$ cat config.mk
export PLATFORM = sky130hd
export DESIGN_NAME = longest_prefix_route_counter
export DESIGN_NICKNAME = d
export VERILOG_FILES = /design/src/lpr_pkg.sv /design/src/longest_prefix_route_counter.sv /design/src/lpr_ctrl.sv /design/src/lpr_datapath.sv
export SDC_FILE = /design/constraint.sdc
export NUM_CORES = 2
export LEC_CHECK = 0
export BUFFER_PORTS_ARGS = -buffer_cell sky130_fd_sc_hd__buf_4
export CAP_MARGIN = 20
export CORE_MARGIN = 3
export CORE_UTILIZATION = 35
export CTS_BUF_LIST = sky130_fd_sc_hd__clkbuf_4 sky130_fd_sc_hd__clkbuf_8 sky130_fd_sc_hd__clkbuf_16
export DETAILED_ROUTE_END_ITERATION = 7
export GPL_TIMING_DRIVEN = 0
export SYNTH_ARGS = -nofsm -noshare
export SYNTH_HDL_FRONTEND = slang
export SYNTH_SLANG_ARGS = --single-unit
$ cat constraint.sdc
create_clock -name clk -period 15.8 [get_ports clk]
set_input_delay 3.16 -clock clk [delete_from_list [all_inputs] [get_ports clk]]
set_output_delay 3.16 -clock clk [all_outputs]
set_load 0.02 [all_outputs]
$ cat src/lpr_pkg.sv
// ----------------------------------------------------------------------------
// lpr_pkg
// Shared types and constants for the longest-prefix route counter: item
// layouts, action codes and the controller/datapath command and status.
// ----------------------------------------------------------------------------
package lpr_pkg;

    localparam int MAX_ROUTES_DEF = 64;
    localparam int MAX_LINKS_DEF  = 16;

    localparam logic [5:0]  FULL_PREFIX = 6'd32;
    localparam logic [31:0] COUNT_MAX   = 32'hFFFF_FFFF;

    localparam logic [1:0] ACT_WRITE = 2'd0;
    localparam logic [1:0] ACT_ROUTE = 2'd1;
    localparam logic [1:0] ACT_READ  = 2'd2;

    typedef struct packed {
        logic [1:0]  action;
        logic [5:0]  entry_index;
        logic [31:0] address;
        logic [5:0]  prefix_len;
        logic [3:0]  link;
    } in_item_t;

    typedef struct packed {
        logic [3:0]  out_link;
        logic [31:0] link_count;
    } out_item_t;

    typedef struct packed {
        logic [31:0] address;
        logic [5:0]  length;
        logic [3:0]  link;
    } route_t;

    typedef struct packed {
        logic load;        // capture item, clear scan state
        logic write_route; // store captured entry
        logic scan;        // step the table scan
        logic cnt_read;    // issue counter read
        logic cnt_update;  // update counter on a route item and present result
    } lpr_cmd_t;

    typedef struct packed {
        logic scan_done;
    } lpr_stat_t;

endpackage

$ cat src/longest_prefix_route_counter.sv
// ----------------------------------------------------------------------------
// longest_prefix_route_counter
// Route item: the scan reads min(route_count, MAX_ROUTES) table entries, one
// entry per cycle, then the chosen link's counter is read, updated and shown.
// Read item: counter value shown. Write item: entry stored, no result shown.
// Next item can be accepted in the cycle its predecessor's result is shown.
// Reset clears the counters and route_count; table entries are unset.
// ----------------------------------------------------------------------------
module longest_prefix_route_counter
    import lpr_pkg::*;
#(
    parameter int MAX_ROUTES = MAX_ROUTES_DEF,
    parameter int MAX_LINKS  = MAX_LINKS_DEF
)
(
    input  logic       clk,
    input  logic       rst_n,
    input  logic       start,
    output logic       busy,
    input  in_item_t   req,
    output logic       done,
    output out_item_t  rsp,
    input  logic       cfg_we,
    input  logic [6:0] cfg_wdata
);

    lpr_cmd_t  cmd;
    lpr_stat_t stat;

    lpr_ctrl u_ctrl (
        .clk    (clk),
        .rst_n  (rst_n),
        .start  (start),
        .action (req.action),
        .stat   (stat),
        .cmd    (cmd),
        .busy   (busy)
    );

    lpr_datapath #(
        .MAX_ROUTES (MAX_ROUTES),
        .MAX_LINKS  (MAX_LINKS)
    ) u_datapath (
        .clk       (clk),
        .rst_n     (rst_n),
        .req       (req),
        .cfg_we    (cfg_we),
        .cfg_wdata (cfg_wdata),
        .cmd       (cmd),
        .stat      (stat),
        .rsp       (rsp),
        .done      (done)
    );

    // a result always closes a busy period
    a_done_after_busy: assert property (@(posedge clk) disable iff (!rst_n)
        done |-> $past(busy))
        else $error("result without preceding work");

    a_single_strobe: assert property (@(posedge clk) disable iff (!rst_n)
        done |=> !done)
        else $error("result strobe longer than one cycle");

    a_write_one_cycle: assert property (@(posedge clk) disable iff (!rst_n)
        (start && !busy && req.action == ACT_WRITE) |=> busy ##1 !busy)
        else $error("write item not completed in one cycle");

    a_no_result_on_write: assert property (@(posedge clk) disable iff (!rst_n)
        (start && !busy && req.action == ACT_WRITE) |=> ##1 !done)
        else $error("write item produced a result");

endmodule

$ cat src/lpr_ctrl.sv
// ----------------------------------------------------------------------------
// lpr_ctrl
// Sequencer for the route counter: decodes an accepted item and steps the
// datapath through write, scan, counter read and counter update.
// ----------------------------------------------------------------------------
module lpr_ctrl
    import lpr_pkg::*;
(
    input  logic       clk,
    input  logic       rst_n,
    input  logic       start,
    input  logic [1:0] action,
    input  lpr_stat_t  stat,
    output lpr_cmd_t   cmd,
    output logic       busy
);

    typedef enum logic [5:0] {
        S_IDLE   = 6'b000001,
        S_WRITE  = 6'b000010,
        S_SCAN   = 6'b000100,
        S_CNT_RD = 6'b001000,
        S_CNT_WR = 6'b010000,
        S_SPARE  = 6'b100000
    } state_t;

    state_t state_reg;
    state_t state_next;
    logic   accept;

    assign busy   = (state_reg != S_IDLE);
    assign accept = start && !busy;

    always_comb
    begin
        state_next = state_reg;
        cmd        = '0;
        cmd.load   = accept;
        case (state_reg)
            S_IDLE:
            begin
                if (start)
                begin
                    case (action)
                        ACT_WRITE: state_next = S_WRITE;
                        ACT_ROUTE: state_next = S_SCAN;
                        ACT_READ:  state_next = S_CNT_RD;
                        default:   state_next = S_IDLE;
                    endcase
                end
            end
            S_WRITE:
            begin
                cmd.write_route = 1'b1;
                state_next      = S_IDLE;
            end
            S_SCAN:
            begin
                cmd.scan = 1'b1;
                if (stat.scan_done)
                begin
                    state_next = S_CNT_RD;
                end
            end
            S_CNT_RD:
            begin
                cmd.cnt_read = 1'b1;
                state_next   = S_CNT_WR;
            end
            S_CNT_WR:
            begin
                cmd.cnt_update = 1'b1;
                state_next     = S_IDLE;
            end
            default:
            begin
                state_next = S_IDLE;
            end
        endcase
    end

    always_ff @(posedge clk or negedge rst_n)
    begin
        if (!rst_n)
        begin
            state_reg <= S_IDLE;
        end
        else
        begin
            state_reg <= state_next;
        end
    end

endmodule

$ cat src/lpr_datapath.sv
// ----------------------------------------------------------------------------
// lpr_datapath
// Route table memory with a one-entry-per-cycle prefix compare, per-link
// counter memory and the result register.
// ----------------------------------------------------------------------------
module lpr_datapath
    import lpr_pkg::*;
#(
    parameter int MAX_ROUTES = MAX_ROUTES_DEF,
    parameter int MAX_LINKS  = MAX_LINKS_DEF
)
(
    input  logic      clk,
    input  logic      rst_n,
    input  in_item_t  req,
    input  logic      cfg_we,
    input  logic [6:0] cfg_wdata,
    input  lpr_cmd_t  cmd,
    output lpr_stat_t stat,
    output out_item_t rsp,
    output logic      done
);

    localparam int AW = (MAX_ROUTES > 1) ? $clog2(MAX_ROUTES) : 1;
    localparam int CW = $clog2(MAX_ROUTES + 1);
    localparam int LW = (MAX_LINKS > 1) ? $clog2(MAX_LINKS) : 1;
    localparam logic [12:0] ROUTES_EXT = 13'(MAX_ROUTES);
    localparam logic [8:0]  LINKS_EXT  = 9'(MAX_LINKS);

    route_t      route_mem [MAX_ROUTES];
    logic [31:0] cnt_mem [MAX_LINKS];

    in_item_t    item_reg;
    logic [6:0]  route_count_reg;
    logic [CW-1:0] scan_idx_reg;
    logic        rd_valid_reg;
    route_t      rd_data_reg;
    logic [5:0]  best_len_reg;
    logic [3:0]  chosen_reg;
    logic [MAX_LINKS-1:0] cnt_vld_reg;
    logic        cnt_rvld_reg;
    logic [31:0] cnt_rdata_reg;
    out_item_t   rsp_reg;
    logic        done_reg;

    logic [12:0]   idx_ext;
    logic [12:0]   rc_ext;
    logic [CW-1:0] limit;
    logic          issue;
    logic [31:0]   mask;
    logic          hit;
    logic [3:0]    tgt_link;
    logic [8:0]    tgt_ext;
    logic [LW-1:0] cnt_addr;
    logic          in_range;
    logic [31:0]   cnt_cur;
    logic [31:0]   cnt_new;
    logic          cnt_we;

    // ---- route table scan
    assign idx_ext = 13'(item_reg.entry_index);
    assign rc_ext  = 13'(route_count_reg);
    assign limit   = (rc_ext > ROUTES_EXT) ? CW'(ROUTES_EXT) : CW'(rc_ext);
    assign issue   = cmd.scan && (scan_idx_reg < limit);

    assign stat.scan_done = !issue && !rd_valid_reg;

    // length 0 gives an empty mask
    assign mask = (rd_data_reg.length == 6'd0) ? 32'd0
                : (32'hFFFF_FFFF << (FULL_PREFIX - rd_data_reg.length));
    assign hit  = ((item_reg.address & mask) == (rd_data_reg.address & mask))
                && (rd_data_reg.length > best_len_reg);

    always_ff @(posedge clk)
    begin
        if (cmd.write_route && (idx_ext < ROUTES_EXT))
        begin
            route_mem[idx_ext[AW-1:0]] <= '{
                address: item_reg.address,
                length:  (item_reg.prefix_len > FULL_PREFIX) ? FULL_PREFIX
                                                             : item_reg.prefix_len,
                link:    item_reg.link
            };
        end
        if (issue)
        begin
            rd_data_reg <= route_mem[scan_idx_reg[AW-1:0]];
        end
    end

    always_ff @(posedge clk)
    begin
        if (cmd.load)
        begin
            item_reg <= req;
        end
    end

    always_ff @(posedge clk or negedge rst_n)
    begin
        if (!rst_n)
        begin
            route_count_reg <= '0;
            scan_idx_reg    <= '0;
            rd_valid_reg    <= 1'b0;
            best_len_reg    <= '0;
            chosen_reg      <= '0;
        end
        else
        begin
            if (cfg_we)
            begin
                route_count_reg <= cfg_wdata;
            end
            if (cmd.load)
            begin
                scan_idx_reg <= '0;
                rd_valid_reg <= 1'b0;
                best_len_reg <= '0;
                chosen_reg   <= '0;
            end
            else
            begin
                rd_valid_reg <= issue;
                if (issue)
                begin
                    scan_idx_reg <= scan_idx_reg + CW'(1);
                end
                if (rd_valid_reg && hit)
                begin
                    best_len_reg <= rd_data_reg.length;
                    chosen_reg   <= rd_data_reg.link;
                end
            end
        end
    end

    // ---- link counters: read, then update in the next cycle
    assign tgt_link = (item_reg.action == ACT_ROUTE) ? chosen_reg : item_reg.link;
    assign tgt_ext  = 9'(tgt_link);
    assign cnt_addr = tgt_ext[LW-1:0];
    assign in_range = (tgt_ext < LINKS_EXT);
    assign cnt_cur  = cnt_rvld_reg ? cnt_rdata_reg : 32'd0;
    assign cnt_new  = (item_reg.action != ACT_ROUTE) ? cnt_cur
                    : (cnt_cur == COUNT_MAX) ? cnt_cur : cnt_cur + 32'd1;
    assign cnt_we   = cmd.cnt_update && in_range && (item_reg.action == ACT_ROUTE);

    always_ff @(posedge clk)
    begin
        if (cnt_we)
        begin
            cnt_mem[cnt_addr] <= cnt_new;
        end
        if (cmd.cnt_read)
        begin
            cnt_rdata_reg <= cnt_mem[cnt_addr];
        end
    end

    // never-written counters read as zero
    always_ff @(posedge clk or negedge rst_n)
    begin
        if (!rst_n)
        begin
            cnt_vld_reg  <= '0;
            cnt_rvld_reg <= 1'b0;
            done_reg     <= 1'b0;
        end
        else
        begin
            if (cnt_we)
            begin
                cnt_vld_reg[cnt_addr] <= 1'b1;
            end
            if (cmd.cnt_read)
            begin
                cnt_rvld_reg <= in_range && cnt_vld_reg[cnt_addr];
            end
            done_reg <= cmd.cnt_update;
        end
    end

    always_ff @(posedge clk)
    begin
        if (cmd.cnt_update)
        begin
            rsp_reg.out_link   <= tgt_link;
            rsp_reg.link_count <= in_range ? cnt_new : 32'd0;
        end
    end

    assign rsp  = rsp_reg;
    assign done = done_reg;

endmodule

Word-level counts from Yosys, hierarchy flattened
Memory sizes are Yosys's and may differ from the RTL's. A register that Yosys moved wholly into a read port is not among the register bits.
Index checks and enable logic that the tools add are counted.
{"block": "word_totals", "memories": 2, "word_cells": 95, "in_bits": 61, "reg_bits": 135, "mem_bits_rw": 3200}
{"memory": "u_datapath.route_mem", "words": 64, "word_bits": 42, "rd": 1, "rd_ports_with_merged_regs": 1, "write_ports": 1, "line": "lpr_datapath.sv:30", "rtl": "route_t route_mem [MAX_ROUTES];"}
{"memory": "u_datapath.cnt_mem", "words": 16, "word_bits": 32, "rd": 1, "rd_ports_with_merged_regs": 1, "write_ports": 1, "line": "lpr_datapath.sv:31", "rtl": "logic [31:0] cnt_mem [MAX_LINKS];"}
{"block": "classes", "reduce_logical": 18, "addsub": 3, "bitwise": 3, "n_shift": 1, "n_lt_le_gt_ge": 8, "n_eq_ne": 14, "n_mux": 30}
{"op": "$mux 32", "n": 4}
{"op": "$and 32x32->32", "n": 2}
{"op": "$add 32x1->32 const B", "n": 1}
{"op": "$eq 32x32->1", "n": 1}
{"op": "$eq 32x32->1 const B", "n": 1}
{"op": "$shl 32x6->32 const A", "n": 1}
{"op": "$mux 6", "n": 5}
{"op": "$mux 7", "n": 3}
{"op": "$pmux 6 s3", "n": 1}
{"op": "$or 16x16->16", "n": 1}
{"op": "$mux 4", "n": 3}
{"op": "$pmux 4 s3", "n": 1}
{"op": "$mux 1", "n": 11}
{"op": "$logic_and 1x1->1", "n": 10}
{"op": "$lt 4x5->1 const B", "n": 2}
{"op": "$add 7x1->7 const B", "n": 1}
{"op": "$gt 7x7->1 const B", "n": 1}
{"op": "$lt 6x7->1 const B", "n": 1}
{"op": "$lt 7x7->1", "n": 1}
{"op": "$eq 6x1->1 const B", "n": 1}
{"op": "$eq 6x2->1 const B", "n": 1}
{"op": "$eq 6x3->1 const B", "n": 1}
{"op": "$eq 6x4->1 const B", "n": 1}
{"op": "$eq 6x5->1 const B", "n": 1}
{"op": "other kinds (16)", "n": 21}

Logic depth before layout (Yosys ltp)
{"block": "depth", "depth_word": 9, "ltp_mapped": 12, "depth_no_buf": 11}

Hierarchy
From an unflattened synthesis, not the netlist that was laid out.
{"block": "unflattened", "cells_unflattened": 6099, "area_unflattened_um2": 131134.5}
{"mod": "lpr_datapath", "area_per_inst_um2": 130856.8, "instances": 1, "cells_per_inst": 6068}
{"mod": "lpr_ctrl", "area_per_inst_um2": 277.8, "instances": 1, "cells_per_inst": 31}

Worst setup path before layout
OpenSTA, ideal clock, no wires.
{"block": "synth_path", "kind": "register to register", "startpoint": "register u_ctrl.state_reg[2]", "endpoint": "memory u_datapath.cnt_mem[0][0] (enable)", "path_buffers": 0, "path_stages_with_launch": 6, "synth_period_minus_slack_ns": 6.741, "t_required_ns": 15.378, "arrival_ns": 6.319, "setup_slack_ns": 9.059, "path_cell_list": "dfrtp_1 > nor2_1 > nor4bb_1 > and3_1 > nand2_1 > nor2_1"}
{"element": "start: declaration", "line": "lpr_ctrl.sv:27", "rtl": "state_t state_reg;"}
{"element": "start signal: assignment", "line": "lpr_ctrl.sv:90", "rtl": "state_reg <= state_next;"}
{"element": "end: declaration", "line": "lpr_datapath.sv:31"}

Final worst setup path
{"block": "layout_path", "startpoint": "register u_ctrl.state_reg[2]", "endpoint": "output port busy"}
{"block": "layout_between", "elab_chain_cells": 1}
{"element": "$ne 6x1->1", "line": "lpr_ctrl.sv:31", "rtl": "assign busy = (state_reg != S_IDLE);"}
{"element": "end: declaration", "line": "longest_prefix_route_counter.sv:19", "rtl": "output logic busy,"}
No other way between the ends.

==> summary.md <==
| Metric | Value |
|---|---|
| Worst path arrival time | around 2.1 ns |
| Synth area leaders | edfxtp_1 77%, mux4_2 15%, nand2_1 1.7% |
| Yosys reg bits | about 3400 |
| Yosys Warn Count | 0 |
| Final Hold Vio Count | 0 |
| Yosys cell types | 64 |
| Slew margin rel. | 17.45% |
| GPL Wtd Cong | 0.8479 |
| CP Launch Type | flop |
| Largest register FFs | 2688 |
| CP Data Required Time | 12.64 ns |
| Seq/Total Area, Yosys | 78.09% |
| Post-Syn Nets | 6145 |
| Setup_tns | 0 ns |
| Hold-fix buffers, CTS | 0 |
| Largest area contributor in the netlist | edfxtp_1 |
| Die X | 617.2 microns |
| Die Area | 380900 sq um |
| CTS H-tree lvls | 5 |
| Max Cap Violations | 0 |
| Peak Freq | 191.5 MHz |
| Synth top area share | between 70% and 80% |
| Fillers | around 32000 |
| Drt wl/cell | 31.23 microns |
| Maximum clock path buffer count | 4 |
| Average size of a mapped cell | around 22 sq um |
| Core ar. | 370500 sq um |
| CTS root buffer | clkbuf_16 |
| Chip Height | 617.2 microns |
| Slew Limit Fails | 0 |
| Main synth FF type | edfxtp_1 |
| Final nets | 6868 |
| Crit-path max FO | 5 |
| WL final | 375.4 mm |
| DR vias | 66570 |
| LEAKAGE | 48.26 nW |
| VDD IR max | 0.1363 mV |
| RSZ-0062 raised after global routing | no |
| First-pass GRT wire length | 521.0 mm |
| CTS tree | done |
| Worst Setup End Kind | output pin |
| Post-Syn Instances | about 6100 |
| Initial antenna violation count | 23 |
| Vias/cell | 5.537 |
| Sequential cell area | 102100 sq um |
| Port bufs | 97 |
| Slowest CP cell | dfrtp_1 |
| Multi-input gate area | roughly 28000 sq um |
| R2R Setup Slk | 10.77 ns |
| DRC viols | 0 |
| Hold WS | ~0.47 ns |
| WP buf/inv | 1 |
| Dpl hpwl | ~260 mm |
| Num CTS Buffers | ~340 |
| # resized after CTS | 0 |
| Clk Latency, worst-skew pair | between 0.9 and 1 ns |
| Share of layout cells above drive strength 1 | 28.61% |
| Iter 0 DRT Violations | 9574 |
| Layout Cells excl Fill | approximately 12000 |
| TritonRoute pass-1 iters | 6 |
| Starting Density | 35.29% |
| Clk slew on worst S/H paths | 0.06 ns |
| Final Critical Period | 5.223 ns |
| Tightest Pin Transition | approximately 1.2 ns |
| Commonest cells post-synth | 3360 x edfxtp_1, 882 x mux4_2, 581 x nand2_1 |
| Ys async rst share | 1.408% |
| Overflow after GRT | 0 |
| Number of enable flip-flop cells after synthesis | 3360 |
| Status | finished clean |
| Critical path class | flop to output pin |
| CTS sink count | 3408 |
| ANT nets after route | 0 |
| Synthesized cell area | 130700 sq um |
| Worst path max stage delay | roughly 0.44 ns |
| Row cnt | 223 |
| Area Overhead vs Synth | 19.00% |
| Most instantiated library cell after synthesis | edfxtp_1 |
| Largest net degree at the start of global routing | 65 |
| Final Cycle Share | 33.06% |
| Crit-path cells | nor2_1 -> nand3_1 -> buf_4 |
| Placed cell count | approximately 11000 |
| Top delay family on crit path | simple AND/OR/NAND/NOR gates |
| HP Class | flop to flop |
| Post-CTS Setup Bufs | 0 |
| GRT Total Usage | between 15 and 20% |
| Skew final | around 0.11 ns |
| Number of global-route vias before repair | roughly 67000 |
| Pwr Density | 148.1 nW/um^2 |
| IO Pins | 99 |
| Final Setup Violations | 0 |
==> kinds of logic after synthesis <==
group,Yosys count,synth area share [%]
buf+inv,363,1.110
xor+xnor,57,0.3818
flops,3408,78.09
simple gates,1131,3.872
compound gates,195,1.080
fa+ha+maj,18,0.1723
mux,894,15.29
==> final cells by class <==
class                           instances  share of cell area [%]
Clock inverter                        189                   1.242
Multi-Input combinational cell       2295                   17.91
Clock buffer                          433                   6.100
Timing Repair Buffer                  377                   4.184
Sequential cell                      3408                   65.62
Antenna cell                            7                 0.01126
Buffer                                330                  0.8621
Inverter                               33                 0.08283
Tap cell                             4950                   3.981
==> path summary, 6_finish.rpt <==
path,from,end,depth (start not counted)
min in group asynchronous,rst_n,u_datapath.done,1
max reg2reg,u_datapath.item_reg[1],u_datapath.cnt_mem[8][12],8
min,u_datapath.cnt_vld_reg[13],u_datapath.cnt_vld_reg[13],1
max,u_ctrl.state_reg[2],busy,3
min reg2reg,u_datapath.cnt_vld_reg[13],u_datapath.cnt_vld_reg[13],1
max in group asynchronous,rst_n,u_datapath.route_count_reg[4],1
==> routing by layer <==
layer | vias to the layer above | track usage [%] | share of wire [%]
li1 | 26690 | - | -
met1 | 35710 | 25.60 | 38
met2 | 3518 | 32.39 | 49
met3 | 645 | 4.049 | 9.5
met4 | 4 | 5.706 | 3.1
met5 | - | 0 | 0.0088
==> layout by cell type, fill, tap and decap left out, drive strengths merged, types with 20 or more instances in the layout <==
cell	Yosys	final
edfxtp	3360	3360
mux4	882	882
clkbuf	233	666
nand2	581	581
buf	97	474
nand3	302	302
clkinv	2	134
nor2	97	97
a311oi	68	68
dfrtp	47	47
inv	31	44
and3	39	39
xnor2	38	38
a31oi	36	36
bufinv	0	32
o21ai	30	30
and2	20	20
==> through the flow <==
stage                     area, sq um  utilization (%)  power, mW  setup WS (ns)
after floorplan                130700                -      13.27          9.059
after global placement         137700            37.15      14.67          3.994
after detailed placement       144000            38.87      14.99          10.90
after CTS                      155400            41.95      23.18          10.51
after global routing           155600            41.99      23.74          10.45
final                          155600            41.99      23.04          10.58
==> worst register-to-register path: cells and delay by family (launching register included) <==
family,cells,cell delay [ns]
buf+inv,5,1.98
simple gates,2,1.19
mux,1,0.75
flops,1,0.74
==> report_power, final <==
part	switching [mW]	total (mW)	internal [mW]	leakage, nW
registers	0.158	10.7	10.5	31.0
logic	2.43	4.12	1.69	11.6
clock network	3.45	8.25	4.79	5.68
total	6.04	23.0	17.0	48.3
Note: power is estimated with default switching activity, not from simulation.
